## src/sv/emst_pkg.sv

```systemverilog
`timescale 1ns / 1ps
// ----------------------------------------------------------------------------
// emst_pkg
// Shared types and constants of the euclidean spanning tree length core.
// ----------------------------------------------------------------------------
package emst_pkg;

  // default sizing
  localparam int DefMaxPoints = 128;
  localparam int DefCoordBits = 24;

  // fixed result field widths
  localparam int TotalBits = 32;
  localparam int CountBits = 8;

  // controller states
  typedef enum logic [3:0] {
    ST_IDLE,
    ST_START,
    ST_RDU,
    ST_LDU,
    ST_NEXT,
    ST_DIFF,
    ST_MUL,
    ST_SUM,
    ST_SQRT,
    ST_UPD,
    ST_RND,
    ST_FIN
  } state_e;

  // commands from controller to datapath
  typedef struct packed {
    logic store;
    logic start;
    logic rd_u;
    logic ld_u;
    logic skip;
    logic rd_j;
    logic diff;
    logic mul;
    logic sum;
    logic sqrt_step;
    logic upd;
    logic round_end;
    logic out_load;
  } cmd_t;

  // status from datapath to controller
  typedef struct packed {
    logic single;
    logic j_done;
    logic j_in_tree;
    logic sqrt_last;
    logic last_round;
    logic out_busy;
  } sts_t;

endpackage

```

## src/sv/emst_ctrl.sv

```systemverilog
`timescale 1ns / 1ps
// ----------------------------------------------------------------------------
// emst_ctrl
// Sequencer: point loading, prim rounds, per-candidate weight steps, result.
// ----------------------------------------------------------------------------
module emst_ctrl (
  input  logic           clk_i,
  input  logic           rst_ni,
  input  logic           in_valid_i,
  input  logic           in_last_i,
  output logic           in_ready_o,
  input  emst_pkg::sts_t sts_i,
  output emst_pkg::cmd_t cmd_o
);

  emst_pkg::state_e state_q, state_d;

  // state register
  always_ff @(posedge clk_i or negedge rst_ni) begin
    if (!rst_ni) begin
      state_q <= emst_pkg::ST_IDLE;
    end else begin
      state_q <= state_d;
    end
  end

  // next state
  always_comb begin
    state_d = state_q;
    unique case (state_q)
      emst_pkg::ST_IDLE: begin
        if (in_valid_i && in_last_i) state_d = emst_pkg::ST_START;
      end
      emst_pkg::ST_START: begin
        state_d = sts_i.single ? emst_pkg::ST_FIN : emst_pkg::ST_RDU;
      end
      emst_pkg::ST_RDU:  state_d = emst_pkg::ST_LDU;
      emst_pkg::ST_LDU:  state_d = emst_pkg::ST_NEXT;
      emst_pkg::ST_NEXT: begin
        if (sts_i.j_done) state_d = emst_pkg::ST_RND;
        else if (!sts_i.j_in_tree) state_d = emst_pkg::ST_DIFF;
      end
      emst_pkg::ST_DIFF: state_d = emst_pkg::ST_MUL;
      emst_pkg::ST_MUL:  state_d = emst_pkg::ST_SUM;
      emst_pkg::ST_SUM:  state_d = emst_pkg::ST_SQRT;
      emst_pkg::ST_SQRT: begin
        if (sts_i.sqrt_last) state_d = emst_pkg::ST_UPD;
      end
      emst_pkg::ST_UPD:  state_d = emst_pkg::ST_NEXT;
      emst_pkg::ST_RND: begin
        state_d = sts_i.last_round ? emst_pkg::ST_FIN : emst_pkg::ST_RDU;
      end
      emst_pkg::ST_FIN: begin
        if (!sts_i.out_busy) state_d = emst_pkg::ST_IDLE;
      end
      default: state_d = emst_pkg::ST_IDLE;
    endcase
  end

  // command outputs
  always_comb begin
    cmd_o      = '0;
    in_ready_o = 1'b0;
    unique case (state_q)
      emst_pkg::ST_IDLE: begin
        in_ready_o  = 1'b1;
        cmd_o.store = in_valid_i;
      end
      emst_pkg::ST_START: cmd_o.start = 1'b1;
      emst_pkg::ST_RDU:   cmd_o.rd_u  = 1'b1;
      emst_pkg::ST_LDU:   cmd_o.ld_u  = 1'b1;
      emst_pkg::ST_NEXT: begin
        if (!sts_i.j_done) begin
          cmd_o.skip = sts_i.j_in_tree;
          cmd_o.rd_j = !sts_i.j_in_tree;
        end
      end
      emst_pkg::ST_DIFF:  cmd_o.diff      = 1'b1;
      emst_pkg::ST_MUL:   cmd_o.mul       = 1'b1;
      emst_pkg::ST_SUM:   cmd_o.sum       = 1'b1;
      emst_pkg::ST_SQRT:  cmd_o.sqrt_step = 1'b1;
      emst_pkg::ST_UPD:   cmd_o.upd       = 1'b1;
      emst_pkg::ST_RND:   cmd_o.round_end = 1'b1;
      emst_pkg::ST_FIN:   cmd_o.out_load  = !sts_i.out_busy;
      default: cmd_o = '0;
    endcase
  end

endmodule

```

## config.mk

```make
export PLATFORM = sky130hd
export DESIGN_NAME = emst_ctrl
export DESIGN_NICKNAME = d
export VERILOG_FILES = /design/src/sv/emst_pkg.sv /design/src/sv/emst_ctrl.sv
export SDC_FILE = /design/constraint.sdc
export NUM_CORES = 1
export LEC_CHECK = 0
export BUFFER_PORTS_ARGS = -buffer_cell sky130_fd_sc_hd__buf_2
export CAP_MARGIN = 30
export CORE_AREA = 2 2 39 41
export DETAILED_ROUTE_END_ITERATION = 10
export DIE_AREA = 0 0 41 43
export GPL_TIMING_DRIVEN = 0
export MAX_ROUTING_LAYER = met4
export PLACE_DENSITY = 0.7
export SLEW_MARGIN = 15
export SYNTH_ARGS = -nofsm -noshare
export SYNTH_HDL_FRONTEND = slang
export SYNTH_SLANG_ARGS = --single-unit
```

## constraint.sdc

```tcl
create_clock -name clk_i -period 1.4 [get_ports clk_i]
set_input_delay 0 -clock clk_i [delete_from_list [all_inputs] [get_ports clk_i]]
set_output_delay 0 -clock clk_i [all_outputs]
set_load 0.02 [all_outputs]
```

# == Word level (Yosys, flattened, before mapping) ==
# Index checks and enable logic that the tools add are counted.
# op_classes
n_div,0
reduce_logical,6
muxes,22
add_sub_neg,0
n_mul,0
n_eq_ne,15
order_cmp,0
n_bitwise,0
shifts,0
# op_table
op,count
4-bit case mux with 11 select lines,1
4-bit two-way mux,7
4-bit by 3-bit equality test with 1-bit output (second input constant),4
4-bit equality test (second input constant),4
1-bit two-way mux,12
4-bit by 2-bit equality test with 1-bit output (second input constant),2
2-bit != test (second input constant),3
4-bit by 1-bit equality test with 1-bit output (second input constant),1
4-bit logical NOT,1
2-bit two-way mux,2
4-bit AND reduction,1
3-bit != test (second input constant),1
1-bit logical NOT,2
2-bit OR reduction,1
1-bit logical AND,1
# word_totals
in_bits,10
latch_bits,0
ff_bits,4
wordCells,44
ram_bits,0
n_memories,0
rom_bits,0

# == Depth between registers and ports, before layout ==
# depth
word_depth,3
depth_mapped,5
ltp_nobuf,4

# == Worst setup path before layout ==
# Ideal clock, no wire load.
# synth_path
path_kind,flip-flop to flip-flop
startpoint,reg state_q[1]
endpoint,reg state_q[0]
path_stages_with_launch,6
t_arrival_ns,1.443
path_slack_ns,-0.165
n_path_buf,1
path_cell_list,dfrtp_1 -> buf_12 -> nor4_4 -> a22o_1 -> a21oi_1 -> a32o_1
# synth_between
elab_chain_len,3
# synth_lines
item,line_no,rtl
"start, declared",emst_ctrl.sv:16,"emst_pkg::state_e state_q, state_d;"
"start signal, assigned",emst_ctrl.sv:21,state_q <= emst_pkg::ST_IDLE;
"start signal, assigned",emst_ctrl.sv:23,state_q <= state_d;
4-bit equality test (tied with other cells),emst_ctrl.sv:30,unique case (state_q)
2-bit OR reduction (no source line) (tied with other cells),--,
4-bit case mux with 11 select lines / 4-bit AND reduction (equally long branches),--,
# Parallel ways exist; a longest one is shown, timed or not.
# A chain may end at the register's enable or synchronous reset.

# == Worst setup path in the final report ==
# layout_path
startpoint,reg state_q[0]
endpoint,reg state_q[0]
# The elaborated chain is that of the path after synthesis.

==> qor.csv <==
metric,value,unit
grt_pass1_vias,489,
dieWidth,41,µm
worstMarginPinSlew,0.2580,ns
final-hold-violation-count,0,
synth.distinct_cells,33,
via_count,531,
async_flop_share,100.0,%
crit_chain,"buf_12, nor4_4, a22o_1, a21oi_1, a32o_1",
cp-start-kind,flip-flop,
irDropWorstVdd,1.165,mV
cp_top_family,compound AO/OA/AOI/OAI gates,
worst_ep_required_time,1.52,ns
first_iter_violations,1,
setup_viol,2,
rsz0062_at_grt,yes,
worst_slack,-0.01864,ns
grt_max_degree,11,
worstPathArrival,1.53,ns
dpl.cell_count,96,
path_buf_inv,1,
power_density,2342,nW/µm²
crit_path_top_delay_cell,dfrtp_1,
synth_edf_count,0,
die-area,1763,µm²
ant_nets,0,
maxCapViolCount,0,
largest_register_ffs,4,
crit_path_end_kind,flip-flop,
yosys.area.top_type,dfrtp_1,
slew_headroom,82.73,%
synth_seq_cells,4,
dp_hpwl,885,µm
dr.pass1.iters,4,
nets,102,
wl_per_cell,12.24,µm
cpPeakStageDelay,0.39,ns
root_buffer,clkbuf_4,
clock_latency,0.23,ns
io_buffers,23,
grtUsageTotal,17.84,%
syn-num-nets,67,
finalWeightedCongestion,0.8293,
yosys_warnings,0,
grt_first_pass_wirelength,2.097,mm
critPathMaxFanout,9,
htreeDepth,1,
final_cell_count_no_fill,106,
yosysMostFrequentCell,nor2_1,
violations,negative setup slack,
clk_pin_slew,0.04,ns
design_area,803.3,µm²
core_area,1384,µm²
regMostFlops,state_q,
grt_remaining_overflow,0,
reg.largest.list,state_q: 4 flops,
die_y,43,µm
pin_count,24,
n_fill_cell,136,
skew,0.004836,ns
critPathKind,flip-flop to flip-flop,
cts.sinks,4,
antenna_found_initial,0,
rows,14,
areaGrowthSynthToFinish,56.59,%
drc,0,
cts_tree,built,
vias_per_cell,5.009,
start_util,37.07,%
syn_inst,57,
hp-class,input pin to flip-flop,
post-route-period-util,101.3,%
wl,1.297,mm
ys.flop_type,dfrtp_1,
outcome,"finished, violations left",
ys_seq_area_share,19.51,%
synth_top_cells_by_count,"nor2_1 (6), nor3_1 (5), dfrtp_1 (4), nand2_1 (4), nand2b_1 (4)",
clock.fmax,704.9,MHz
netlist_area,513.0,µm²
synth_top_area_share,19.51,%
final_max_slew_viol_count,0,
placed_cell_area,648.1,µm²
synth_area_leaders,"dfrtp_1 (20%), nor4b_4 (9.3%), buf_12 (7.8%)",
cts_made_buffers,3,
layout-drive-gt1-share,58.89,%
diodes,0,
fin_crit,1.419,ns
syn_area_per_cell,9.000,µm²
cts_buffer_depth,2,
p_leak,0.0003684,µW
[stage by stage]
step	worst slack [ns]	utilization, %	hold slack, ns	TNS [ns]	power, µW
after detailed placement	-0.1618	46.84	-0.1914	-0.1618	1450
after CTS	-0.05270	54.79	0.04002	-0.1356	1783
after global placement	-0.1384	46.84	-0.1933	-0.1384	1434
after floorplan	-0.1479	-	-0.2956	-0.1479	1206
final	-0.01864	58.05	0.03587	-0.01903	1882
after global routing	-0.1144	58.05	0.04795	-0.4425	2031
[final timing paths]
| path | startpoint | endpoint | slack, ns | cells after the start |
|---|---|---|---|---|
| max | state_q[0] | state_q[0] | -0.02 | 5 |
| min | sts_i[5] | state_q[3] | 0.04 | 3 |
| max reg2reg | state_q[0] | state_q[0] | -0.02 | 5 |
| min reg2reg | state_q[3] | state_q[3] | 0.75 | 2 |
| max in group asynchronous | rst_ni | state_q[2] | 1.17 | 2 |
| min in group asynchronous | rst_ni | state_q[0] | 0.10 | 2 |
[per-layer routing]
metal  track usage [%]  part of all wire [%]
met3             6.283                   4.6
met5                 -                     0
met1             22.65                    44
met4             2.000                     0
met2             27.50                    51
[layout make-up]
type                    count  area (µm²)  area share [%]
well taps                  16       20.02           2.492
plain buffers               6       81.33           10.12
flip-flops and latches      4       101.3           12.62
repair buffers             30       190.2           23.68
multi-input cells          46       384.1           47.82
inverters                   1       3.754          0.4673
clock buffers               3       22.52           2.804
[worst register-to-register path, cell delays in order, from the launching register on]
cell and delay, ns:
dfrtp_1 0.39, buf_12 0.15, nor4_4 0.28, a22o_1 0.18, a21oi_1 0.05, a32o_1 0.26
[kinds of logic (layout without fill, tap and decap cells)]
group                     after synthesis  after routing  synth area share [%]
AOI/OAI and AO/OA                      14             14                 19.27
and+or+nand+nor                        30             30                 43.17
buffers and inverters                   7             40                 14.15
muxes                                   1              1                 2.195
DFF                                     4              4                 19.51
xor gates and xnor gates                1              1                 1.708
[repair_timing]
action / CTS / global route
setup endpoints to repair: 8 / 12
endpoints found under the hold margin: 4 / 0
pin swaps: 1 / 4
hold buffers: 1 / 0
resized for setup: 10 / 12
setup buffers: 6 / 0
[placed cells by master, fill, tap and decap left out, types with 2 or more instances in the layout]
cell type | netlist | final
nand2b_4 | 0 | 3
buf_2 | 2 | 18
buf_12 | 2 | 2
a21oi_1 | 3 | 3
clkbuf_4 | 0 | 3
and2_1 | 2 | 2
nor2_1 | 6 | 5
nand2_1 | 4 | 3
buf_4 | 1 | 10
nor3_1 | 5 | 4
nor4_4 | 1 | 2
dfrtp_1 | 4 | 3
nor4b_4 | 2 | 2
buf_6 | 1 | 5
[report_power, final]
part	internal (µW)	total, µW	switching [µW]
combinational	760	1510	751
sequential	177	231	54.3
clock	95.7	140	44.1
(Power assumes the default switching activity.)
